==> config.mk <==
export PLATFORM = sky130hd
export DESIGN_NAME = voxel_ray_traversal_3d_unit
export DESIGN_NICKNAME = d
export VERILOG_FILES = /design/src/rtl/core/voxrt_pkg.sv /design/src/rtl/core/voxrt_front.sv /design/src/rtl/core/voxrt_queue.sv /design/src/rtl/core/voxrt_back.sv /design/src/rtl/core/voxel_ray_traversal_3d_unit.sv
export SDC_FILE = /design/constraint.sdc
export NUM_CORES = 1
export LEC_CHECK = 0
export BUFFER_PORTS_ARGS = -buffer_cell sky130_fd_sc_hd__buf_2
export CAP_MARGIN = 20
export CELL_PAD_IN_SITES_DETAIL_PLACEMENT = 1
export CELL_PAD_IN_SITES_GLOBAL_PLACEMENT = 2
export CORE_UTILIZATION = 41
export DETAILED_ROUTE_END_ITERATION = 7
export PLACE_DENSITY = 0.79
export SYNTH_ARGS = -nofsm -noshare
export SYNTH_HDL_FRONTEND = slang
export SYNTH_SLANG_ARGS = --single-unit
export TNS_END_PERCENT = 20
==> constraint.sdc <==
create_clock -name clk -period 15.5 [get_ports clk]
set_input_delay 2.325 -clock clk [delete_from_list [all_inputs] [get_ports clk]]
set_output_delay 2.325 -clock clk [all_outputs]
set_load 0.05 [all_outputs]
==> src/rtl/core/voxrt_pkg.sv <==
// shared types and constants for the 3d voxel line unit
// no dependencies; imported by every module under rtl/core
package voxrt_pkg;

  localparam int MaxSteps = 64;
  localparam int CoordW   = 16;
  localparam int DiffW    = CoordW + 1;
  localparam int MaxdW    = $clog2(MaxSteps + 1);
  localparam int ErrW     = MaxdW + 2;
  localparam int NumAxes  = 3;
  localparam int QDepth   = 2;
  localparam int QPtrW    = $clog2(QDepth);
  localparam int QCntW    = $clog2(QDepth + 1);

  typedef logic [CoordW-1:0] coord_t;
  typedef logic [MaxdW-1:0]  maxd_t;

  // one classified ray waiting for the stepper
  typedef struct packed {
    logic [NumAxes-1:0][CoordW-1:0] origin;
    logic [NumAxes-1:0][MaxdW-1:0]  dlt;
    logic [NumAxes-1:0]             neg;
    maxd_t                          maxd;
    logic                           too_long;
  } ray_t;

  // handshake between queue and stepper
  typedef struct packed {
    logic not_empty;
    logic full;
  } q_status_t;

endpackage

==> src/rtl/core/voxrt_front.sv <==
// front end: captures a ray, forms axis distances and classifies it
// depends on voxrt_pkg; feeds voxrt_queue
module voxrt_front (
  input  logic                 clk,
  input  logic                 rst_n,
  input  logic                 start,
  output logic                 busy,
  input  voxrt_pkg::coord_t    in_start_x,
  input  voxrt_pkg::coord_t    in_start_y,
  input  voxrt_pkg::coord_t    in_start_z,
  input  voxrt_pkg::coord_t    in_stop_x,
  input  voxrt_pkg::coord_t    in_stop_y,
  input  voxrt_pkg::coord_t    in_stop_z,
  input  voxrt_pkg::q_status_t q_stat,
  output logic                 push,
  output voxrt_pkg::ray_t      push_ray
);
  import voxrt_pkg::*;

  logic                          a_valid_r, a_valid_nxt;
  logic [NumAxes-1:0][CoordW-1:0] a_start_r;
  logic [NumAxes-1:0][DiffW-1:0]  a_diff_r;
  logic [NumAxes-1:0][DiffW-1:0]  diff_in;
  logic [NumAxes-1:0][DiffW-1:0]  mag;
  logic [DiffW-1:0]              max_xy, max_all;
  logic                          empty_ray, a_adv, accept;

  always_comb begin
    diff_in[0] = DiffW'($signed(in_stop_x)) - DiffW'($signed(in_start_x));
    diff_in[1] = DiffW'($signed(in_stop_y)) - DiffW'($signed(in_start_y));
    diff_in[2] = DiffW'($signed(in_stop_z)) - DiffW'($signed(in_start_z));
  end

  always_comb begin
    for (int j = 0; j < NumAxes; j++) begin
      mag[j] = a_diff_r[j][DiffW-1] ? (DiffW'(0) - a_diff_r[j]) : a_diff_r[j];
    end
    max_xy  = (mag[1] > mag[0]) ? mag[1] : mag[0];
    max_all = (mag[2] > max_xy) ? mag[2] : max_xy;
  end

  assign empty_ray = (max_all == '0);
  // a ray with no distance leaves without a queue slot
  assign a_adv     = empty_ray || !q_stat.full;
  assign busy      = a_valid_r && !a_adv;
  assign accept    = start && !busy;
  assign push      = a_valid_r && !empty_ray && !q_stat.full;

  always_comb begin
    push_ray.origin   = a_start_r;
    push_ray.too_long = (max_all > DiffW'(MaxSteps));
    push_ray.maxd     = max_all[MaxdW-1:0];
    for (int j = 0; j < NumAxes; j++) begin
      push_ray.dlt[j] = mag[j][MaxdW-1:0];
      push_ray.neg[j] = a_diff_r[j][DiffW-1];
    end
  end

  always_comb begin
    a_valid_nxt = a_valid_r;
    if (accept) begin
      a_valid_nxt = 1'b1;
    end else if (a_valid_r && a_adv) begin
      a_valid_nxt = 1'b0;
    end
  end

  always_ff @(posedge clk) begin
    if (!rst_n) begin
      a_valid_r <= 1'b0;
    end else begin
      a_valid_r <= a_valid_nxt;
    end
  end

  always_ff @(posedge clk) begin
    if (accept) begin
      a_start_r[0] <= in_start_x;
      a_start_r[1] <= in_start_y;
      a_start_r[2] <= in_start_z;
      a_diff_r     <= diff_in;
    end
  end

endmodule

==> src/rtl/core/voxrt_queue.sv <==
// two-entry ray queue between front end and stepper
// depends on voxrt_pkg
module voxrt_queue (
  input  logic                 clk,
  input  logic                 rst_n,
  input  logic                 push,
  input  voxrt_pkg::ray_t      push_ray,
  input  logic                 pop,
  output voxrt_pkg::ray_t      head_ray,
  output voxrt_pkg::q_status_t q_stat
);
  import voxrt_pkg::*;

  ray_t             slot_r [QDepth];
  logic [QPtrW-1:0] wr_ptr_r, wr_ptr_nxt;
  logic [QPtrW-1:0] rd_ptr_r, rd_ptr_nxt;
  logic [QCntW-1:0] cnt_r, cnt_nxt;

  assign head_ray         = slot_r[rd_ptr_r];
  assign q_stat.not_empty = (cnt_r != '0);
  assign q_stat.full      = (cnt_r == QCntW'(QDepth));

  always_comb begin
    wr_ptr_nxt = push ? wr_ptr_r + QPtrW'(1) : wr_ptr_r;
    rd_ptr_nxt = pop ? rd_ptr_r + QPtrW'(1) : rd_ptr_r;
    cnt_nxt    = cnt_r + QCntW'(push) - QCntW'(pop);
  end

  always_ff @(posedge clk) begin
    if (!rst_n) begin
      wr_ptr_r <= '0;
      rd_ptr_r <= '0;
      cnt_r    <= '0;
    end else begin
      wr_ptr_r <= wr_ptr_nxt;
      rd_ptr_r <= rd_ptr_nxt;
      cnt_r    <= cnt_nxt;
    end
  end

  always_ff @(posedge clk) begin
    if (push) begin
      slot_r[wr_ptr_r] <= push_ray;
    end
  end

endmodule

==> src/rtl/core/voxrt_back.sv <==
// stepper: walks one ray per load, one voxel beat per cycle
// depends on voxrt_pkg; fed by voxrt_queue
module voxrt_back (
  input  logic                 clk,
  input  logic                 rst_n,
  input  voxrt_pkg::ray_t      head_ray,
  input  voxrt_pkg::q_status_t q_stat,
  output logic                 pop,
  output logic                 out_valid,
  output voxrt_pkg::coord_t    out_voxel_x,
  output voxrt_pkg::coord_t    out_voxel_y,
  output voxrt_pkg::coord_t    out_voxel_z,
  output logic                 out_final_voxel,
  output logic                 out_too_long
);
  import voxrt_pkg::*;

  logic                           active_r, active_nxt;
  logic [NumAxes-1:0][CoordW-1:0] cur_r, cur_nxt;
  logic [NumAxes-1:0][ErrW-1:0]   err_r, err_nxt;
  logic [NumAxes-1:0][MaxdW-1:0]  dlt_r;
  logic [NumAxes-1:0]             neg_r;
  maxd_t                          maxd_r, idx_r, idx_nxt;
  logic                           tl_r;
  logic                           last;
  logic signed [ErrW-1:0]         sum;
  logic signed [ErrW:0]           twice, lim;

  assign last = tl_r || (idx_r == maxd_r - MaxdW'(1));
  assign pop  = q_stat.not_empty && (!active_r || last);

  assign out_valid       = active_r;
  assign out_voxel_x     = cur_r[0];
  assign out_voxel_y     = cur_r[1];
  assign out_voxel_z     = cur_r[2];
  assign out_final_voxel = last;
  assign out_too_long    = tl_r;

  always_comb begin
    sum     = '0;
    twice   = '0;
    lim     = $signed({3'b000, maxd_r});
    cur_nxt = cur_r;
    err_nxt = err_r;
    for (int j = 0; j < NumAxes; j++) begin
      sum   = $signed(err_r[j]) + $signed({2'b00, dlt_r[j]});
      twice = $signed({sum, 1'b0});
      err_nxt[j] = sum;
      // axis moves once twice its error reaches the major distance
      if (twice >= lim) begin
        cur_nxt[j] = neg_r[j] ? cur_r[j] - CoordW'(1) : cur_r[j] + CoordW'(1);
        err_nxt[j] = sum - $signed({2'b00, maxd_r});
      end
    end
    idx_nxt    = idx_r + MaxdW'(1);
    active_nxt = active_r && !last;
    if (pop) begin
      active_nxt = 1'b1;
    end
  end

  always_ff @(posedge clk) begin
    if (!rst_n) begin
      active_r <= 1'b0;
    end else begin
      active_r <= active_nxt;
    end
  end

  always_ff @(posedge clk) begin
    if (pop) begin
      cur_r  <= head_ray.origin;
      err_r  <= '0;
      dlt_r  <= head_ray.dlt;
      neg_r  <= head_ray.neg;
      maxd_r <= head_ray.maxd;
      tl_r   <= head_ray.too_long;
      idx_r  <= '0;
    end else if (active_r) begin
      cur_r <= cur_nxt;
      err_r <= err_nxt;
      idx_r <= idx_nxt;
    end
  end

endmodule

==> src/rtl/core/voxel_ray_traversal_3d_unit.sv <==
// 3d voxel line generator. a ray command is taken on a clock edge with start
// high and busy low; in_start_* is the origin voxel, in_stop_* the end voxel.
// each voxel of the line leaves as one beat on out_voxel_*, marked by
// out_valid for exactly one cycle; out_final_voxel flags the last beat of a
// ray. a ray whose major axis distance exceeds 64 gives a single beat with
// the origin, out_final_voxel and out_too_long set. a ray whose start equals
// its stop gives no beat at all, and the stop voxel itself is never emitted.
// path: with the stepper idle, a ray passes the front-end capture register and
// a queue slot before its first beat shows on out_voxel_*.
// throughput: the stepper puts out one beat per cycle, so a ray occupies it
// for its major distance in beats (1 to 64), one beat if too long; with
// rays waiting, the next ray's first beat follows the previous last beat
// directly. the front end and a two-entry queue take commands one per cycle
// until the queue fills, then busy holds further commands off.
// the receiver cannot stall: every beat must be taken when shown.
// reset (rst_n low, synchronous) empties the queue and stops any ray in flight.
// depends on voxrt_pkg, voxrt_front, voxrt_queue, voxrt_back
module voxel_ray_traversal_3d_unit (
  input  logic              clk,
  input  logic              rst_n,
  input  logic              start,
  output logic              busy,
  input  voxrt_pkg::coord_t in_start_x,
  input  voxrt_pkg::coord_t in_start_y,
  input  voxrt_pkg::coord_t in_start_z,
  input  voxrt_pkg::coord_t in_stop_x,
  input  voxrt_pkg::coord_t in_stop_y,
  input  voxrt_pkg::coord_t in_stop_z,
  output logic              out_valid,
  output voxrt_pkg::coord_t out_voxel_x,
  output voxrt_pkg::coord_t out_voxel_y,
  output voxrt_pkg::coord_t out_voxel_z,
  output logic              out_final_voxel,
  output logic              out_too_long
);
  import voxrt_pkg::*;

  logic      push, pop;
  ray_t      push_ray, head_ray;
  q_status_t q_stat;

  voxrt_front u_front (
    .clk        (clk),
    .rst_n      (rst_n),
    .start      (start),
    .busy       (busy),
    .in_start_x (in_start_x),
    .in_start_y (in_start_y),
    .in_start_z (in_start_z),
    .in_stop_x  (in_stop_x),
    .in_stop_y  (in_stop_y),
    .in_stop_z  (in_stop_z),
    .q_stat     (q_stat),
    .push       (push),
    .push_ray   (push_ray)
  );

  voxrt_queue u_queue (
    .clk      (clk),
    .rst_n    (rst_n),
    .push     (push),
    .push_ray (push_ray),
    .pop      (pop),
    .head_ray (head_ray),
    .q_stat   (q_stat)
  );

  voxrt_back u_back (
    .clk             (clk),
    .rst_n           (rst_n),
    .head_ray        (head_ray),
    .q_stat          (q_stat),
    .pop             (pop),
    .out_valid       (out_valid),
    .out_voxel_x     (out_voxel_x),
    .out_voxel_y     (out_voxel_y),
    .out_voxel_z     (out_voxel_z),
    .out_final_voxel (out_final_voxel),
    .out_too_long    (out_too_long)
  );

endmodule

==> impl_results.md, run 1 <==
- Synth Register Bits: 380
- Drt total wl: ~60 mm
- Slew Limit Fails: 0
- First-pass iteration count of the detailed router: 5
- Port bufs: 150
- Nature of the critical path endpoint: output pin
- Area growth, synth to finish: 13.8%
- Row Count: 85
- Wire per inst: approximately 20 µm
- Hold Path Class: register to register
- DIE AREA: 55,600 µm²
- Final Cycle Share: about two thirds
- Status: completed
- Clock sink count: 380
- CTS H-tree depth: 2
- CTS tree: done
- Synth area leader: edfxtp_1
- Area of the core: around 54,000 µm²
- Number of global-route vias before repair: 17,000
- Global-route wire length before repair: ~94 mm
- Layout Nets: approximately 2,500
- Mapped Nets: around 2,300
- Setup-failing EPs final: 0
- Dominant synthesized flop cell: edfxtp_1
- Slew headroom: 33.8%
- Die Wd: 236 µm
- Max-Cap Viols: 0
- Top post-synthesis cells by area: edfxtp_1 (45%), ha_1 (11%), dfxtp_1 (3.7%)
- Yosys top cell area share: a little under half
- Period minus WS final: approximately 11 ns
- Largest net degree at the start of global routing: roughly 110
- Fraction of layout cells with a size suffix above 1: between 10% and 20%
- Post-synth EDFFs: 339
- Hpwl dp: between 40 and 50 mm
- Hold Fails Final Rpt: 0
- Die Span Y: around 240 µm
- Distinct cells, synth: 73
- Post-CTS sizing: 0
- Final Skew: approximately 0.016 ns
- CTS Buffer Depth: 3
- Lkg Pwr: 10.2 nW
- DRC errors left: 0
- Synth Instances: roughly 2,000
- Worst Path Arrival: roughly 8.2 ns
- Synth async-reset ratio: 0%
- Total grt overflow: 0
- Via count: ~16,000
- Cell Area, Synth: between 20,000 and 25,000 µm²
- Drt via density: ~5.5
- GP Congestion: 0.831
- Fillers: 5,827
- Root Buffer: clkbuf_16
- Yosys warns: 0
- Fmax: between 90 and 100 MHz
- Top-Level Pins: roughly 150
- Actual slew at the worst max-slew pin: about 1 ns
- Critical Path Source Type: register
- Synth top cells by count: edfxtp_1 (339), ha_1 (191), inv_1 (156)
- Tot Pwr: 6.06 mW
- Worst EP required: roughly 13 ns
- Buffers and inverters on the worst path: 4
- Iteration-0 DRC Markers: 801
- CP delay by family, top: simple AND/OR/NAND/NOR gates
- RSZ-0062 raised after global routing: no
- PwrDens: around 240 nW/µm²
- CTS buffer count: 44
- Most numerous cell in the Yosys netlist: edfxtp_1
- Total setup buffers inserted after CTS: 0
- Clk pin slew, worst setup/hold paths: roughly 0.06 ns
- Crit-path max FO: 9
- Final ANT Viol Nets: 0
- All-Layer GR Usage: a little over a fifth
- Final setup TNS: 0 ns
- Clock latency on the worst-skew pair: roughly 0.58 ns
- Critical path's slowest cell: nor4b_1
- Avg Cell Area, Syn: ~11 µm²
- Initial core utilization: ~42%
- Post-synthesis sequential area ratio: 49.1%
- Worst Setup Path Type: register to output pin
- Antenna violations before repair: 4
- CP max stage delay: about 0.70 ns
- Hold buffer count at cts: 0
- Crit path top cell by count: ha_1
- Worst vdd ir: between 0.1 and 0.15 mV
## kinds of logic after synthesis
logic type	Yosys count	share of synthesized area, %
XOR/XNOR	142	5.55
AND/OR/NAND/NOR	551	12.4
buffers and inverters	205	3.49
adder cells (fa/ha/maj)	203	11.7
multiplexers	122	5.69
AO/OA/AOI/OAI	407	12.1
flip-flops	380	49.1
## registers in the layout, indices dropped and copies added, names as in the netlist, 2 cells and up, named ones only
register / count
u_back.dlt_r: 21
u_back.err_r: 27
u_back.idx_r: 7
u_back.maxd_r: 7
u_back.neg_r: 3
u_back.out_voxel_x: 16
u_back.out_voxel_y: 16
u_back.out_voxel_z: 16
u_front.a_diff_r: 48
u_front.push_ray: 51
u_queue.cnt_r: 2
u_queue.slot_r: 160
## cell type report
type                    instances  area (µm²)  share of cell area (%)
flip-flops and latches        380       11000                    43.1
multi-input cells            1425       10700                    41.8
clock buffers                  52        1170                    4.60
well taps                     696         871                    3.41
repair buffers                163         861                    3.37
inverters                     158         593                    2.32
clock inverters                29         345                    1.35
diodes                          1        2.50                 0.00981
## power by group
part           switching, mW  leakage [nW]  internal (mW)
clock network          0.432         0.725          0.660
logic                   1.99          5.93           1.26
registers              0.211          3.53           1.51
## worst paths after layout
| kind | start | to | slack, ns | depth (start not counted) |
|---|---|---|---|---|
| setup / recovery | u_front.a_diff_r[0] | busy | 4.98 | 25 |
| setup reg to reg | u_front.a_diff_r[0] | u_front.push_ray[47] | 6.38 | 25 |
| hold reg to reg | u_front.push_ray[38] | u_queue.slot_r[1][38] | 0.43 | 0 |
| hold / removal | u_front.push_ray[38] | u_queue.slot_r[1][38] | 0.43 | 0 |
## layout by cell type, fill, tap and decap left out, types with 13 or more instances in the layout
cell,netlist,layout
a21oi_1,98,98
xnor2_1,86,86
ha_1,191,191
mux2i_1,79,79
nand3_1,38,38
nor3_1,58,57
a21boi_0,13,13
a21o_1,32,32
mux2_2,43,43
nor4_1,14,14
buf_2,11,150
edfxtp_1,339,339
inv_1,156,156
o31ai_1,22,22
o211ai_1,18,18
a211oi_1,37,37
nor2b_1,38,38
dfxtp_1,41,39
clkbuf_16,0,46
nand4_1,17,17
o21ai_0,75,75
o21a_1,19,18
xor2_1,56,56
nor2_1,142,141
nand2_1,125,125
or3_1,27,27
nand2b_1,28,28
## stage by stage
step	area (µm²)	cells	setup slack [ns]	hold WS [ns]	utilization, %
floorplan	22400	2010	3.21	0.421	-
global placement	24000	2822	5.88	0.422	44.5
detailed placement	24000	2822	5.64	0.431	44.5
CTS	25500	2903	4.98	0.436	47.3
global route	25500	2903	4.36	0.448	47.3
finish	25500	2904	4.98	0.433	47.3
## metal layers
metal  wire length (µm)  up-vias  GRT usage [%]
met5                  0        -              0
met4               1110        0           5.82
met3               1770       72           2.15
met2              29100      238           37.5
met1              27500     7962           28.4
li1                   -     7807              -
No activity file was read; power rests on OpenSTA's default activity.
==> run 2: changes to the inputs <==
Settings changed: CORE_UTILIZATION 41 to 37, PLACE_DENSITY 0.79 to 0.75.
Clock period 15.5 ns to 8.7 ns, I/O delays scaled along.
==> run 2 against run 1 <==
Clock power increased by 66%. Highest routed layer unchanged. Critical path depth increased by 4. First-iteration DRC count rose by 7.0%. Combinational power increased by 80%. Worst hold slack improved by 0.014 ns. Via count increased by 0.80%. Core utilization is 4.2 points lower. Non-clock buffer count grew 12. Cell count grew 3.0%. Wire length is 1.2% higher.
==> impl_results.md, run 2 (synthesis results as in run 1) <==
- Top reg by flops: u_queue.slot_r
- Iteration-0 DRC Markers: 857 (+7.0%)
- Critical path's slowest cell: edfxtp_1
- Non-Filler Instances: 2,991 (+3.0%)
- Commonest non-fill, non-tap cell in the layout: edfxtp_1
- Drt total wl: 60.2 mm (+1.2%)
- Number of global-route vias before repair: 17,100 (+0.41%)
- Critical Path Source Type: register
- Clk pin slew, worst setup/hold paths: 0.06 ns (about the same)
- Tot Pwr: 10.7 mW (+77%)
- Share of power burned in registers: 28.6% (+0.2 points)
- Hold buffer count at cts: 0 (unchanged)
- Final ANT Viol Nets: 0 (unchanged)
- Global-route wire length before repair: 94.4 mm (+0.80%)
- Layout Nets: 2,486 (+0.49%)
- Clock share of power: 16.9% (-1.1 points)
- Reg2Reg Capture Point: u_front.push_ray[51]
- Setup-failing EPs final: 0 (unchanged)
- Wire per inst: 20.1 µm (-1.7%)
- CP max stage delay: 0.48 ns (-0.22 ns)
- CTS tree: done
- Placed cell areas: 24,200 µm² (+0.88%)
- Routed length on met3: 2.00 mm (+13%)
- Worst Setup Path Type: register to output pin
- Combinational power share: 54.6% (+1.0 points)
- Most frequent cells in the layout: edfxtp_1 (339), ha_1 (191), inv_1 (156), buf_2 (150), nor2_1 (140)
- Worst vdd ir: 0.253 mV (+140%)
- Port bufs: 150 (unchanged)
- Die Span Y: 248 µm (+5.2%)
- Die Wd: 248 µm (+5.2%)
- Fillers: 6,485 (+11%)
- Total grt overflow: 0 (unchanged)
- CTS Buffer Depth: 3 (unchanged)
- Period minus WS final: approximately 8 ns
- Worst Path Arrival: 6.92 ns (-1.27 ns)
- Hpwl dp: 45.7 mm (+2.3%)
- Met2 Routed Length: 29.1 mm (about the same)
- First-pass iteration count of the detailed router: 7 (+2)
- Area of the core: 59,500 µm² (+10%)
- Slew Limit Fails: 0 (unchanged)
- R2R Setup Slk: 1.46 ns (-4.92 ns)
- Worst R2R Path Depth: 30 (+20%)
- Wire length on met1: 27.8 mm (+1.2%)
- Design area: 25,700 µm² (+0.59%)
- Fmax: approximately 120 MHz
- Crit path top cell by count: buf_4
- P_int: 6.03 mW (+76%)
- Via count: 16,200 (+0.80%)
- Max reg flops: 160 (unchanged)
- Row Count: 89 (+4.7%)
- All-Layer GR Usage: 19.8% (-1.7 points)
- Lkg Pwr: 10.2 nW (+0.28%)
- Max layer used: met4
- Final Cycle Share: between 90% and 100%
- Root Buffer: clkbuf_16
- Nature of the critical path endpoint: output pin
- Fraction of layout cells with a size suffix above 1: 14.0% (+0.56 points)
- Max-Cap Viols: 0 (unchanged)
- Slew headroom: 34.3% (+0.44 points)
- Hold Path Class: register to register
- CTS H-tree depth: 2 (unchanged)
- Cell count after placement: 2,906 (+3.0%)
- RSZ-0062 raised after global routing: no
- Clock sink count: 380 (unchanged)
- Largest net degree at the start of global routing: 141 (+34%)
- Initial core utilization: 37.7% (-3.9 points)
- Post-layout util: 43.2% (-4.2 points)
- Setup crit end: busy
- DIE AREA: 61,600 µm² (+11%)
- Actual slew at the worst max-slew pin: 0.986 ns (-0.00663 ns)
- Worst EP required: 7.39 ns (-5.79 ns)
- Status: completed
- Crit-path max FO: 8 (-1)
- CTS buffer count: 44 (unchanged)
- Clock latency on the worst-skew pair: 0.59 ns (about the same)
- Top-Level Pins: 151 (unchanged)
- Final Skew: 0.0269 ns (+0.0111 ns)
- DRC errors left: 0 (unchanged)
- Sw Ratio: 43.7% (+0.33 points)
- Crit. Startpoint: u_front.a_diff_r[0]
- Hold Fails Final Rpt: 0 (unchanged)
- Antenna violations before repair: 5 (+1)
- Diodes inserted: 0 (-1)
- Drt via density: 5.42 (-2.1%)
- P_sw: 4.69 mW (+78%)
- Reg2reg start: u_front.a_diff_r[0]
- PwrDens: 418 nW/µm² (+76%)
- GP Congestion: 0.862 (+3.7%)
- Area growth, synth to finish: 14.5%
## run 2: area by class of cell
class / count / area (µm²) / share of cell area (%)
well taps: 773 / 967 / 3.77
inverters: 158 / 593 / 2.31
clock buffers: 58 / 1160 / 4.53
repair buffers: 175 / 1000 / 3.90
multi-input cells: 1425 / 10700 / 41.7
flip-flops and latches: 380 / 11000 / 42.9
clock inverters: 22 / 234 / 0.911
## run 2: worst min path at each step
stage / startpoint / to / slack [ns] / depth (start not counted)
2_1_floorplan: u_front.push_ray[32] / u_queue.slot_r[0][32] / 0.42 / 0
3_3_place_gp: u_front.push_ray[54] / u_queue.slot_r[1][54] / 0.42 / 0
3_5_place_dp: u_front.push_ray[37] / u_queue.slot_r[1][37] / 0.43 / 0
4_1_cts: u_front.push_ray[37] / u_queue.slot_r[1][37] / 0.45 / 0
5_1_grt: u_front.push_ray[54] / u_queue.slot_r[1][54] / 0.46 / 0
6_report: u_front.push_ray[49] / u_queue.slot_r[1][49] / 0.45 / 0
## run 2: power groups by stage
stage	clock network [mW]	registers, mW	logic (mW)
after detailed placement	0	3.10	5.83
after global placement	0	3.08	5.64
after CTS	1.86	3.07	5.88
after floorplan	0	3.36	4.02
after global routing	1.92	3.12	6.49
final	1.81	3.06	5.85
## run 2: worst max-delay path: cells and delay by family, from the launching register on
| family | cells | cell delay (ns) |
|---|---|---|
| adder cells (fa/ha/maj) | 3 | 0.83 |
| multiplexers | 2 | 0.58 |
| AO/OA/AOI/OAI | 7 | 1.67 |
| flip-flops | 1 | 0.48 |
| buffers and inverters | 8 | 1.38 |
| AND/OR/NAND/NOR | 8 | 1.16 |
| XOR/XNOR | 1 | 0.24 |
## run 2: metrics by stage
stage	hold WS [ns]	setup WS [ns]	setup TNS, ns
after floorplan	0.421	-0.739	-72.46
after global placement	0.423	0.741	0
after detailed placement	0.433	0.508	0
after CTS	0.447	0.143	0
after global routing	0.456	0.00998	0
final	0.447	0.473	0
## run 2: layer usage
metal / track usage (%) / up-vias
met3: 2.57 / 88
met4: 4.99 / 0
met2: 34.3 / 240
li1: - / 7827
met5: 0 / -
met1: 26.1 / 8052
## run 2: what timing repair did
| action | in CTS | in global routing |
|---|---|---|
| buffers inserted | 0 | 5 |
| resized for setup | 2 | 6 |
| pin swaps | 0 | 4 |
| endpoints found under the setup margin | 1 | 1 |
| gates cloned | 0 | 0 |
